$ cat config.mk
export PLATFORM = sky130hd
export DESIGN_NAME = graph_bfs_dfs_traversal
export DESIGN_NICKNAME = d
export VERILOG_FILES = /design/src/rtl/gbt_pkg.sv /design/src/rtl/gbt_ram.sv /design/src/rtl/gbt_seq.sv /design/src/rtl/graph_bfs_dfs_traversal.sv
export SDC_FILE = /design/constraint.sdc
export NUM_CORES = 2
export LEC_CHECK = 0
export BUFFER_PORTS_ARGS = -buffer_cell sky130_fd_sc_hd__buf_2
export CAP_MARGIN = 20
export CORE_UTILIZATION = 35
export DETAILED_ROUTE_END_ITERATION = 16
export GPL_ROUTABILITY_DRIVEN = 0
export MAX_ROUTING_LAYER = met4
export PLACE_DENSITY_LB_ADDON = 0.25
export SETUP_SLACK_MARGIN = 0.3
export SYNTH_ARGS = -nofsm -noshare
export SYNTH_HDL_FRONTEND = slang
export SYNTH_SLANG_ARGS = --single-unit
$ cat constraint.sdc
create_clock -name clk -period 18.05 [get_ports clk]
set_input_delay 0 -clock clk [delete_from_list [all_inputs] [get_ports clk]]
set_output_delay 0 -clock clk [all_outputs]
set_load 0.02 [all_outputs]
$ cat src/rtl/gbt_pkg.sv
package gbt_pkg;

    // Default sizes of the graph and of the traversal work list.
    localparam int GBT_MAX_VERTICES = 16;
    localparam int GBT_WORK_DEPTH   = 256;

    // A traversal stops after this many visited vertices.
    localparam int RESULT_LIMIT = 16;

    // Field widths fixed by the interface.
    localparam int FUNC_W = 2;
    localparam int VERT_W = 4;
    localparam int STAT_W = 2;
    localparam int CFG_W  = 5;

    localparam logic [CFG_W-1:0] CFG_RESET = 5'd16;

    // Item functions.
    localparam logic [FUNC_W-1:0] FN_CLEAR = 2'd0;
    localparam logic [FUNC_W-1:0] FN_ADD   = 2'd1;
    localparam logic [FUNC_W-1:0] FN_BFS   = 2'd2;
    localparam logic [FUNC_W-1:0] FN_DFS   = 2'd3;

    // Result status codes.
    localparam logic [STAT_W-1:0] ST_OK         = 2'd0;
    localparam logic [STAT_W-1:0] ST_BAD_VERTEX = 2'd1;
    localparam logic [STAT_W-1:0] ST_LIST_FULL  = 2'd2;

    // Result offered by the sequencer to the output register.
    typedef struct packed {
        logic              valid;
        logic [VERT_W-1:0] vertex;
        logic [STAT_W-1:0] status;
        logic              last;
    } gbt_emit_t;

endpackage

$ cat src/rtl/gbt_ram.sv
module gbt_ram
    import gbt_pkg::*;
#(
    parameter int DEPTH = GBT_WORK_DEPTH,
    parameter int WIDTH = VERT_W,
    localparam int AW   = $clog2(DEPTH)
)
(
    input  logic             clk,
    input  logic             we,
    input  logic [AW-1:0]    waddr,
    input  logic [WIDTH-1:0] wdata,
    input  logic             re,
    input  logic [AW-1:0]    raddr,
    output logic [WIDTH-1:0] rdata
);

    logic [WIDTH-1:0] mem [DEPTH];

    // Write port and registered read port; the read data holds while re is low.
    always_ff @(posedge clk)
    begin
        if (we)
        begin
            mem[waddr] <= wdata;
        end
        if (re)
        begin
            rdata <= mem[raddr];
        end
    end

endmodule

$ cat src/rtl/gbt_seq.sv
module gbt_seq
    import gbt_pkg::*;
#(
    parameter int MAX_VERTICES = GBT_MAX_VERTICES,
    parameter int WORK_DEPTH   = GBT_WORK_DEPTH,
    localparam int NW          = $clog2(MAX_VERTICES + 1)
)
(
    input  logic              clk,
    input  logic              rst_n,
    input  logic              in_valid,
    output logic              in_ready,
    input  logic [FUNC_W-1:0] func,
    input  logic [VERT_W-1:0] vertex,
    input  logic [VERT_W-1:0] neighbour,
    input  logic [NW-1:0]     n,
    output gbt_emit_t         emit,
    input  logic              emit_ok
);

    localparam int VIW   = $clog2(MAX_VERTICES);
    localparam int CW    = VIW;
    localparam int SDEP  = MAX_VERTICES * MAX_VERTICES;
    localparam int SAW   = $clog2(SDEP);
    localparam int WAW   = $clog2(WORK_DEPTH);
    localparam int KW    = $clog2(RESULT_LIMIT + 1);
    localparam int CPW   = (NW > VERT_W) ? NW : VERT_W;

    localparam logic [3:0] S_IDLE  = 4'd0;
    localparam logic [3:0] S_ADD   = 4'd1;
    localparam logic [3:0] S_START = 4'd2;
    localparam logic [3:0] S_POP   = 4'd3;
    localparam logic [3:0] S_POPW  = 4'd4;
    localparam logic [3:0] S_SCAN  = 4'd5;
    localparam logic [3:0] S_SCANW = 4'd6;
    localparam logic [3:0] S_FLUSH = 4'd7;
    localparam logic [3:0] S_ONE   = 4'd8;

    logic [3:0]        state_reg, state_next;
    logic [FUNC_W-1:0] func_reg, func_next;
    logic [VERT_W-1:0] v_reg, v_next;
    logic [VERT_W-1:0] nb_reg, nb_next;
    logic [STAT_W-1:0] st_reg, st_next;
    logic [WAW:0]      head_reg, head_next;
    logic [WAW:0]      tail_reg, tail_next;
    logic [KW-1:0]     k_reg, k_next;
    logic [VIW-1:0]    x_reg, x_next;
    logic [CW-1:0]     cnt_reg, cnt_next;
    logic [CW-1:0]     i_reg, i_next;
    logic [VIW-1:0]    pend_reg, pend_next;
    logic              pend_valid_reg, pend_valid_next;
    logic [CW-1:0]     count_reg [MAX_VERTICES];
    logic [CW-1:0]     count_next [MAX_VERTICES];
    logic [MAX_VERTICES-1:0] mark_reg, mark_next;

    logic              store_we, store_re;
    logic [SAW-1:0]    store_waddr, store_raddr;
    logic [VIW-1:0]    store_wdata, store_rdata;
    logic              work_we, work_re;
    logic [WAW-1:0]    work_waddr, work_raddr;
    logic [VIW-1:0]    work_wdata, work_rdata;

    logic              is_bfs, v_bad, nb_bad, list_full, x_ok, w_ok;
    logic [VIW-1:0]    v_idx, w;
    logic [CW-1:0]     count_v;
    logic [WAW:0]      tail_dec;

    gbt_ram #(.DEPTH(SDEP), .WIDTH(VIW)) u_store (
        .clk   (clk),
        .we    (store_we),
        .waddr (store_waddr),
        .wdata (store_wdata),
        .re    (store_re),
        .raddr (store_raddr),
        .rdata (store_rdata)
    );

    gbt_ram #(.DEPTH(WORK_DEPTH), .WIDTH(VIW)) u_work (
        .clk   (clk),
        .we    (work_we),
        .waddr (work_waddr),
        .wdata (work_wdata),
        .re    (work_re),
        .raddr (work_raddr),
        .rdata (work_rdata)
    );

    assign in_ready  = (state_reg == S_IDLE);
    assign is_bfs    = (func_reg == FN_BFS);
    assign v_idx     = VIW'(v_reg);
    assign count_v   = count_reg[v_idx];
    assign v_bad     = CPW'(v_reg) >= CPW'(n);
    assign nb_bad    = CPW'(nb_reg) >= CPW'(n);
    assign list_full = CPW'(count_v) >= (CPW'(n) - CPW'(1));
    assign tail_dec  = tail_reg - (WAW + 1)'(1);
    assign x_ok      = (CPW'(work_rdata) < CPW'(n)) && (is_bfs || !mark_reg[work_rdata]);
    assign w         = store_rdata;
    assign w_ok      = (CPW'(w) < CPW'(n)) && !mark_reg[w]
                       && (tail_reg != (WAW + 1)'(WORK_DEPTH));

    always_comb
    begin
        state_next      = state_reg;
        func_next       = func_reg;
        v_next          = v_reg;
        nb_next         = nb_reg;
        st_next         = st_reg;
        head_next       = head_reg;
        tail_next       = tail_reg;
        k_next          = k_reg;
        x_next          = x_reg;
        cnt_next        = cnt_reg;
        i_next          = i_reg;
        pend_next       = pend_reg;
        pend_valid_next = pend_valid_reg;
        count_next      = count_reg;
        mark_next       = mark_reg;

        store_we    = 1'b0;
        store_waddr = SAW'(int'(v_idx) * MAX_VERTICES + int'(count_v));
        store_wdata = VIW'(nb_reg);
        store_re    = 1'b0;
        store_raddr = SAW'(int'(x_reg) * MAX_VERTICES + int'(i_reg));
        work_we     = 1'b0;
        work_waddr  = tail_reg[WAW-1:0];
        work_wdata  = w;
        work_re     = 1'b0;
        work_raddr  = is_bfs ? head_reg[WAW-1:0] : tail_dec[WAW-1:0];
        emit        = '0;

        unique case (state_reg)
            S_IDLE:
            begin
                if (in_valid)
                begin
                    func_next = func;
                    v_next    = vertex;
                    nb_next   = neighbour;
                    unique case (func)
                        FN_CLEAR:
                        begin
                            count_next = '{default: '0};
                            st_next    = ST_OK;
                            state_next = S_ONE;
                        end
                        FN_ADD:
                        begin
                            state_next = S_ADD;
                        end
                        FN_BFS, FN_DFS:
                        begin
                            state_next = S_START;
                        end
                    endcase
                end
            end
            S_ADD:
            begin
                if (v_bad || nb_bad)
                begin
                    st_next = ST_BAD_VERTEX;
                end
                else if (list_full)
                begin
                    st_next = ST_LIST_FULL;
                end
                else
                begin
                    store_we          = 1'b1;
                    count_next[v_idx] = count_v + CW'(1);
                    st_next           = ST_OK;
                end
                state_next = S_ONE;
            end
            S_START:
            begin
                if (v_bad)
                begin
                    st_next    = ST_BAD_VERTEX;
                    state_next = S_ONE;
                end
                else
                begin
                    mark_next = '0;
                    if (is_bfs)
                    begin
                        mark_next[v_idx] = 1'b1;
                    end
                    work_we         = 1'b1;
                    work_waddr      = '0;
                    work_wdata      = v_idx;
                    head_next       = '0;
                    tail_next       = (WAW + 1)'(1);
                    k_next          = '0;
                    pend_valid_next = 1'b0;
                    state_next      = S_POP;
                end
            end
            S_POP:
            begin
                if ((is_bfs ? (head_reg == tail_reg) : (tail_reg == '0))
                    || (k_reg == KW'(RESULT_LIMIT)))
                begin
                    state_next = S_FLUSH;
                end
                else
                begin
                    work_re = 1'b1;
                    if (is_bfs)
                    begin
                        head_next = head_reg + (WAW + 1)'(1);
                    end
                    else
                    begin
                        tail_next = tail_dec;
                    end
                    state_next = S_POPW;
                end
            end
            S_POPW:
            begin
                if (!x_ok)
                begin
                    state_next = S_POP;
                end
                else
                begin
                    // The previous vertex is not the final one: hand it on first.
                    emit.valid  = pend_valid_reg;
                    emit.vertex = VERT_W'(pend_reg);
                    emit.status = ST_OK;
                    emit.last   = 1'b0;
                    if (!pend_valid_reg || emit_ok)
                    begin
                        pend_next       = work_rdata;
                        pend_valid_next = 1'b1;
                        k_next          = k_reg + KW'(1);
                        if (!is_bfs)
                        begin
                            mark_next[work_rdata] = 1'b1;
                        end
                        x_next     = work_rdata;
                        cnt_next   = count_reg[work_rdata];
                        i_next     = '0;
                        state_next = S_SCAN;
                    end
                end
            end
            S_SCAN:
            begin
                if (i_reg == cnt_reg)
                begin
                    state_next = S_POP;
                end
                else
                begin
                    store_re   = 1'b1;
                    i_next     = i_reg + CW'(1);
                    state_next = S_SCANW;
                end
            end
            S_SCANW:
            begin
                if (w_ok)
                begin
                    work_we   = 1'b1;
                    tail_next = tail_reg + (WAW + 1)'(1);
                    if (is_bfs)
                    begin
                        mark_next[w] = 1'b1;
                    end
                end
                state_next = S_SCAN;
            end
            S_FLUSH:
            begin
                emit.valid  = pend_valid_reg;
                emit.vertex = VERT_W'(pend_reg);
                emit.status = ST_OK;
                emit.last   = 1'b1;
                if (!pend_valid_reg || emit_ok)
                begin
                    pend_valid_next = 1'b0;
                    state_next      = S_IDLE;
                end
            end
            S_ONE:
            begin
                emit.valid  = 1'b1;
                emit.vertex = '0;
                emit.status = st_reg;
                emit.last   = 1'b1;
                if (emit_ok)
                begin
                    state_next = S_IDLE;
                end
            end
            default:
            begin
                state_next = S_IDLE;
            end
        endcase
    end

    always_ff @(posedge clk or negedge rst_n)
    begin
        if (!rst_n)
        begin
            state_reg      <= S_IDLE;
            pend_valid_reg <= 1'b0;
            head_reg       <= '0;
            tail_reg       <= '0;
            k_reg          <= '0;
            count_reg      <= '{default: '0};
            mark_reg       <= '0;
        end
        else
        begin
            state_reg      <= state_next;
            pend_valid_reg <= pend_valid_next;
            head_reg       <= head_next;
            tail_reg       <= tail_next;
            k_reg          <= k_next;
            count_reg      <= count_next;
            mark_reg       <= mark_next;
        end
    end

    always_ff @(posedge clk)
    begin
        func_reg <= func_next;
        v_reg    <= v_next;
        nb_reg   <= nb_next;
        st_reg   <= st_next;
        x_reg    <= x_next;
        cnt_reg  <= cnt_next;
        i_reg    <= i_next;
        pend_reg <= pend_next;
    end

endmodule

$ cat src/rtl/graph_bfs_dfs_traversal.sv
// A clear passes through S_ONE and an add through S_ADD and then S_ONE; each gives its one
// result through the output register, and the next item waits, as in_ready is high only when idle.
// A traversal pops work-list entries, visits vertices and scans neighbour entries, one memory
// access a cycle while the output is not held off.
// Reset (asynchronous, active low) sets vertex_count to 16, empties all lists and returns the block to idle.
module graph_bfs_dfs_traversal
    import gbt_pkg::*;
#(
    parameter int MAX_VERTICES = GBT_MAX_VERTICES,
    parameter int WORK_DEPTH   = GBT_WORK_DEPTH
)
(
    input  logic              clk,
    input  logic              rst_n,
    input  logic              cfg_wr_en,
    input  logic [CFG_W-1:0]  cfg_wr_data,
    input  logic              in_valid,
    output logic              in_ready,
    input  logic [FUNC_W-1:0] func,
    input  logic [VERT_W-1:0] vertex,
    input  logic [VERT_W-1:0] neighbour,
    output logic              out_valid,
    input  logic              out_ready,
    output logic [VERT_W-1:0] visited_vertex,
    output logic [STAT_W-1:0] status,
    output logic              last
);

    localparam int NW = $clog2(MAX_VERTICES + 1);

    logic [CFG_W-1:0]  vc_reg;
    logic [NW-1:0]     n;
    gbt_emit_t         emit;
    logic              out_free;
    logic              out_valid_reg;
    logic [VERT_W-1:0] vis_reg;
    logic [STAT_W-1:0] status_reg;
    logic              last_reg;

    // The user must write the vertex count register only while the block is idle; the block itself does not enforce it.
    always_ff @(posedge clk or negedge rst_n)
    begin
        if (!rst_n)
        begin
            vc_reg <= CFG_RESET;
        end
        else if (cfg_wr_en)
        begin
            vc_reg <= cfg_wr_data;
        end
    end

    // Live vertex count: a count of zero behaves as one, and anything above the
    // capacity of the lists behaves as the capacity.
    always_comb
    begin
        if (vc_reg == '0)
        begin
            n = NW'(1);
        end
        else if (int'(vc_reg) > MAX_VERTICES)
        begin
            n = NW'(MAX_VERTICES);
        end
        else
        begin
            n = NW'(vc_reg);
        end
    end

    // The sequencer owns the lists, the visited marks and both memories, and
    // walks the graph one memory access at a time.
    gbt_seq #(
        .MAX_VERTICES (MAX_VERTICES),
        .WORK_DEPTH   (WORK_DEPTH)
    ) u_seq (
        .clk       (clk),
        .rst_n     (rst_n),
        .in_valid  (in_valid),
        .in_ready  (in_ready),
        .func      (func),
        .vertex    (vertex),
        .neighbour (neighbour),
        .n         (n),
        .emit      (emit),
        .emit_ok   (out_free)
    );

    // Output register: it takes a new result whenever it is empty or its
    // current result is being transferred in the same cycle, so the sequencer
    // stalls only when the consumer holds off.
    assign out_free = !out_valid_reg || out_ready;

    always_ff @(posedge clk or negedge rst_n)
    begin
        if (!rst_n)
        begin
            out_valid_reg <= 1'b0;
        end
        else if (emit.valid && out_free)
        begin
            out_valid_reg <= 1'b1;
        end
        else if (out_ready)
        begin
            out_valid_reg <= 1'b0;
        end
    end

    always_ff @(posedge clk)
    begin
        if (emit.valid && out_free)
        begin
            vis_reg    <= emit.vertex;
            status_reg <= emit.status;
            last_reg   <= emit.last;
        end
    end

    assign out_valid      = out_valid_reg;
    assign visited_vertex = vis_reg;
    assign status         = status_reg;
    assign last           = last_reg;

`ifndef SYNTHESIS
    // The sequencer never offers a result while it is waiting for an item.
    assert property (@(posedge clk) disable iff (!rst_n) in_ready |-> !emit.valid)
        else $error("result offered while the sequencer is idle");

    // An accepted item keeps the block busy for at least the next cycle.
    assert property (@(posedge clk) disable iff (!rst_n) (in_valid && in_ready) |=> !in_ready)
        else $error("second item accepted straight after a transfer");

    // Error results stand alone and carry no vertex.
    assert property (@(posedge clk) disable iff (!rst_n)
        (out_valid && (status != ST_OK)) |-> (last && (visited_vertex == '0)))
        else $error("error result is not a lone final result");

    // The live vertex count always lies within the capacity of the lists.
    assert property (@(posedge clk) disable iff (!rst_n)
        (n != '0) && (int'(n) <= MAX_VERTICES))
        else $error("live vertex count out of range");
`endif

endmodule

* Word level (Yosys, flattened, before mapping)
Memory sizes are Yosys's and may differ from the RTL's. A register that Yosys moved wholly into a read port is not among the register bits.
Cells that the tools add are included.
** Word-level totals
- Flip-flop bits (word level) :: 145
- Memory bits (writable) :: 2048
- Bits of input ports :: 20
- Output and inout bits :: 9
- Logic and storage cells :: 235
- Memories kept :: 2
** Memory list
- u_seq.u_store.mem :: words 256, bits a word 4, rd ports 1, clocked after memory_dff 1, wr ports 1, RTL line gbt_ram.sv:18 : logic [WIDTH-1:0] mem [DEPTH];
- u_seq.u_work.mem :: words 256, bits a word 4, rd ports 1, clocked after memory_dff 1, wr ports 1, RTL line gbt_ram.sv:18
** Cells by class
- $add $sub $neg :: 9
- Order comparisons :: 15
- Equality and inequality tests :: 34
- Mux-type cells :: 95
- Bitwise gates (word level) :: 4
- Reductions and logical operators :: 42
** Operators by type and width (number)
- 64-bit 2-to-1 mux :: 4
- 64-bit case mux with 2 select lines :: 1
- 16-bit 2-to-1 mux :: 7
- 64-bit bitwise mux :: 1
- 9-bit 2-to-1 mux :: 7
- 4-bit 2-to-1 mux :: 15
- 16-bit case mux with 3 select lines :: 1
- 4-bit case mux with 9 select lines :: 1
- 4-bit binary-select mux with 4-bit select :: 2
- 8-bit 2-to-1 mux :: 4
- 16-bit OR :: 2
- 9-bit case mux with 3 select lines :: 1
- 1-bit 2-to-1 mux :: 25
- 5-bit 2-to-1 mux :: 5
- 8-bit case mux with 3 select lines :: 1
- 4-bit AND reduction :: 5
- 9-bit by 1-bit adder with 9-bit output, second input constant :: 2
- 2-bit inequality test, second input constant :: 9
- 9-bit case mux with 2 select lines :: 1
- 8-bit by 4-bit adder with 8-bit output :: 2
- 4-bit demux with 4-bit select :: 1
- 4-bit by 3-bit equality test with 1-bit output, second input constant :: 4
- 2-bit by 1-bit inequality test with 1-bit output, second input constant :: 8
- 4-bit by 5-bit >= comparator with 1-bit output :: 3
- other kinds (45) :: 87

* Logic depth before layout (Yosys ltp)
- Word-level depth :: 10
- Mapped depth :: 16
- Depth with buffers taken out :: 13

* By module
From an unflattened synthesis, not the netlist that was laid out.
** Unflattened totals
- Cell total of the unflattened synthesis :: 4989
- Area, all modules :: 90730.8 µm²
** Modules (own cells, without submodules)
- gbt_ram :: times used 2, cells an instance 2051, area each 40715.3 µm², seq. area each 30869.6 µm²
- gbt_seq :: times used 1, cells an instance 858, area each 8828.5 µm², seq. area each 3423.3 µm²
- graph_bfs_dfs_traversal :: times used 1, cells an instance 29, area each 471.7 µm², seq. area each 361.6 µm²

* Least setup slack after synthesis
OpenSTA, ideal clock, no wires.
- Kind :: register -> register
- Start :: reg u_seq.v_reg[0] (netlist: u_seq.v_idx[0])
- End :: mem u_seq.u_work.mem[0][0] in the netlist's numbering (data pin)
- Arrival :: 12.196 ns
- Data required time :: 15.861 ns
- Slack :: 3.666 ns
- Cell stages (with the launch flop) :: 12
- Path through :: edfxtp_1 > buf_2 > buf_2 > inv_1 > ha_1 > nand2b_1 > a21oi_1 > o21ai_1 > a21o_1 > clkbuf_1 > clkbuf_1 > o21ai_0
** Between the ends
- Longest elaborated chain between the ends :: 3
** Ends and longest elaborated chain
- start, declared :: RTL line gbt_seq.sv:41 : logic [VERT_W-1:0] v_reg, v_next;
- start signal, assigned :: RTL line gbt_seq.sv:332 : v_reg <= v_next;
- 4-bit by 5-bit >= comparator with 1-bit output :: RTL line gbt_seq.sv:92 : assign v_bad = CPW'(v_reg) >= CPW'(n);
- 4-bit 2-to-1 mux (*) :: RTL line gbt_seq.sv:177 : if (v_bad)
- 4-bit 2-to-1 mux (*) :: RTL line gbt_seq.sv:131 : unique case (state_reg)
- named net u_seq.u_work.wdata[0] :: RTL line gbt_ram.sv:12 : input logic [WIDTH-1:0] wdata,
- end, declared :: RTL line gbt_ram.sv:18
Mark *: on every way through the listed nets, which the timed path passes. The rest lies on a longest branch.

* Worst setup path after layout
- Start :: reg u_seq.func_reg[0]
- End :: reg u_seq.u_work.rdata[1], read port of u_seq.u_work.mem (data pin)
** Between the ends
- Longest elaborated chain between the ends :: 5
- Elaborated cells on any way between the ends :: 6
- Classes of those cells :: eq/ne: 1; mux: 4; reduce/logical: 1
** Ends and longest elaborated chain
- start, declared :: RTL line gbt_seq.sv:40 : logic [FUNC_W-1:0] func_reg, func_next;
- start signal, assigned :: RTL line gbt_seq.sv:331 : func_reg <= func_next;
- 2-bit equality test (*) :: RTL line gbt_seq.sv:89 : assign is_bfs = (func_reg == FN_BFS);
- 1-bit 2-to-1 mux :: RTL line gbt_seq.sv:201 : if ((is_bfs ? (head_reg == tail_reg) : (tail_reg == '0))
- 1-bit logical OR :: RTL line gbt_seq.sv:202 : || (k_reg == KW'(RESULT_LIMIT)))
- 1-bit 2-to-1 mux :: RTL line gbt_seq.sv:201
- 1-bit 2-to-1 mux :: RTL line gbt_seq.sv:131
- end, declared :: RTL line gbt_ram.sv:15 : output logic [WIDTH-1:0] rdata
Mark *: on every way between the ends. The rest lies on a longest branch, timed or not.
A chain may end at the register's enable or synchronous reset.

==> summary by stage <==
Clocking
The clock net sink count is 2201. Counting the buffers created by CTS gives 211. The tree is rooted in a clkbuf_16. The register clock-pin slew on the reported worst setup and hold paths is 0.06 ns.

The H-tree was split into 4 levels. The later pin in the worst-skew pair is clocked with a latency of between 0.8 and 0.9 ns. The buffer depth of the longest clock path is 3. The CTS tree is built.

Layout
The net count reported at finish is 5829. Leaving out fill and tap cells, the most frequent cells in the layout are edfxtp_1, nand2_1, nor2_1. Counting the fill cells in the layout gives around 24000. The area growth from synthesis to layout is 12.4%. The library cell used most frequently in the layout, excluding fill and tap cells, is edfxtp_1. After routing the design area is 102000 um^2.

The proportion of layout cells with a drive suffix above 1 is 0.151.

STA
Of the available clock period, the critical path in the final layout requires 0.329. Setup violations remaining at the end of the flow were counted as 0. The relative slew slack is 0.169. For the final database, setup skew stands at about 0.045 ns. The final max-slew violation count is 0.

The final worst slack is 12.10 ns. The transition time at the pin with the least slew margin is 1.24 ns. For this run, the top clock speed supported by timing is around 0.17 GHz. For the finished layout, the period the worst path requires is 5.95 ns. Setup repair after global routing left no endpoint under its margin.

The post-route setup TNS is 0 ns. The number of failing hold endpoints at the final stage came to 0.

Yosys
In the synthesized netlist the async set-or-reset flop fraction comes to 0.0518. The cell count after synthesis is 5783. The mean instance size in the synthesized netlist is 15.6 um^2. In the synthesized netlist the dominant register cell turns out to be edfxtp_1. Of all cell types, the one taking the most synthesized area is edfxtp_1. Counting distinct cell types in the post-synthesis netlist gives 77. Synthesis produced a netlist with a net count of between 5000 and 6000. The flip-flop and latch count after synthesis is about 2200. After synthesis, the cell types taking the most area are edfxtp_1, mux4_2, dfrtp_1. For this run, the number of Yosys warnings is 0. After synthesis the cells add up to just over 90000 um^2. The top cell type's share of synthesized area is 0.693.

The fraction of the yosys area taken by sequential cells is 0.724. Yosys mapped a number of flops with a built-in enable equal to approximately 2100.

Power and ir drop
The total power is 14.0 mW. The power density over the cells is 137 nW/um^2. VDD sags by at most 0.000127 V. Summed over all cells, the static leakage comes to ~32 nW.

Detailed routing
The detailed-route wire length per cell is 27.5 um. Across all layers, the routed design uses 52100 vias. The final layout contains routed wiring with a total length of 257000 um. The number of iterations in the first detailed-routing pass is 6. For this block, the initial DRC count from the detailed router was 5661. The mean number of vias per cell is about 5.6. The post-detailed-route count of antenna-violating nets is 0. After detailed routing, the number of remaining DRC violations is 0.

Outcome
The run finished with clean final reports.

Setup path
The critical register-to-register path startpoint is u_seq.func_reg[0]$_DFFE_PP_. The capture point of the worst reg-to-reg path is u_seq.u_work.rdata[1]$_DFFE_PP_. Along the worst path, the maximum fanout reaches ~130. The critical path data required time is between 15 and 20 ns. The worst setup path is captured at a flip-flop. The category of the worst setup path launch point is a flip-flop. The worst setup path is of the flip-flop to flip-flop kind. The depth of the most critical reg-to-reg path is 12. For flop-to-flop paths, the worst setup slack is 12.10 ns. The most critical setup path has its endpoint at u_seq.u_work.rdata[1]$_DFFE_PP_. The worst setup path startpoint is u_seq.func_reg[0]$_DFFE_PP_. The arrival time at the worst endpoint is 6.65 ns.

Global routing
The global-route met1 utilization is 0.265. The wire length of the first global-routing pass is 373000 um. The aggregate global-route resource usage is 0.202. For this run the aggregate overflow at the end of global routing stands at 0. The routing layer with the top usage in global route is met2.

The largest net degree at the start of global routing is ~180. For this run, global-route usage on met2 was measured as 0.319. The number of global-route vias before repair is roughly 52000. The met3 usage in global routing is 0.0306. The initial antenna violation count is 6.

Placed design
In this run the tool buffered the top-level ports with 28 buffer cells. The detailed placement HPWL is 155000 um. OpenSTA, run right after detailed placement, puts the worst setup slack at 12.21 ns. In this run the cell area measured after placement is 94400 um^2.

Run
The tool flagged a number of max-cap violations equal to 0.

Min path
The kind of path behind the tightest hold check is primary input to flip-flop.

Floorplanning
The die area is 261000 um^2. The total core area is 257000 um^2. The number of rows created at floorplan is 186. The width of the die is 510 um. The count of boundary I/O pins is 29. The floorplan step set the die height to 510 um. The initial utilization of the core area, before any placement, comes to 0.352.
[report_power, final]
group / leakage [nW] / switching [mW] / internal (mW)
clock network: 3.32 / 1.99 / 2.43
logic: 8.69 / 2.49 / 0.959
registers: 20.3 / 0.108 / 5.99
[worst max-delay path, stage by stage (launching register included)]
cell      delay (ns)
edfxtp_1        0.58
nand2b_2        0.30
buf_4           0.38
a21oi_4         0.45
buf_12          0.46
buf_4           0.73
nor2_4          0.27
buf_4           0.32
nand3_1         0.12
a31oi_1         0.08
nor4b_1         1.01
a21oi_1         0.39
nand4_1         0.24
[cells by family after synthesis]
| logic type | Yosys count | share of synthesized area |
|---|---|---|
| buffers and inverters | 455 | 0.0203 |
| DFF | 2201 | 0.724 |
| and+or+nand+nor | 1707 | 0.0791 |
| AOI/OAI and AO/OA | 828 | 0.0582 |
| muxes | 534 | 0.111 |
| adders and majority gates | 29 | 0.00398 |
| xor gates and xnor gates | 29 | 0.00281 |
[through the flow]
step / hold slack (ns) / instances / utilization
2_1_floorplan: -0.296 / 5783 / -
3_3_place_gp: 0.0774 / 8907 / 0.367
3_5_place_dp: 0.0704 / 8915 / 0.368
4_1_cts: 0.00751 / 9338 / 0.395
5_1_grt: 0.0271 / 9346 / 0.396
6_report: 0.0532 / 9346 / 0.396
[synth_stat cells, drive strengths merged (16+ instances only)]
| cell | number |
|---|---|
| nor2 | 612 |
| nor3 | 35 |
| dfrtp | 113 |
| nand2b | 16 |
| a22oi | 106 |
| mux4 | 377 |
| a221oi | 23 |
| a22o | 20 |
| nand3 | 219 |
| edfxtp | 2087 |
| a21oi | 262 |
| a31oi | 40 |
| ha | 28 |
| inv | 63 |
| o22ai | 38 |
| nand2 | 696 |
| o21ai | 166 |
| nor4 | 21 |
| buf | 157 |
| a211oi | 67 |
| mux2i | 143 |
| xor2 | 19 |
| clkbuf | 235 |
| a32oi | 25 |
| o221ai | 18 |
| nor2b | 22 |
[how the worst min path moves through the flow]
stage / startpoint / endpoint / slack (ns) / depth (start not counted)
finish: vertex[1] / u_seq.v_idx[1]$_DFFE_PP_ / 0.05 / 2
global route: vertex[0] / u_seq.v_idx[0]$_DFFE_PP_ / 0.03 / 2
CTS: vertex[1] / u_seq.v_idx[1]$_DFFE_PP_ / 0.008 / 2
detailed placement: rst_n / out_valid$_DFFE_PN0P_ / 0.07 / 1
global placement: rst_n / out_valid$_DFFE_PN0P_ / 0.08 / 1
floorplan: rst_n / out_valid$_DFFE_PN0P_ / -0.30 / 0
[metal layers]
| metal | up-vias | share of wire |
|---|---|---|
| met5 | - | 0 |
| met4 | 0 | 0.038 |
| met3 | 399 | 0.062 |
| met2 | 2082 | 0.48 |
| met1 | 27300 | 0.42 |
| li1 | 22400 | - |
[final cells by class]
type	instances	area, um^2	share of cell area
repair buffers	177	1470	0.0144
inverters	63	236	0.00233
well taps	3384	4230	0.0416
clock inverters	135	1350	0.0133
flip-flops and latches	2201	65500	0.645
clock buffers	253	5470	0.0538
diodes	6	15.0	0.000148
multi-input cells	3127	23400	0.230
[repair_timing]
action,4_1_cts,5_1_grt
hold buffers,35,0
hold endpoints to repair,140,0
setup buffers,0,0
gates resized for setup,0,0
endpoints found under the setup margin,0,0
(Power assumes the default switching activity.)
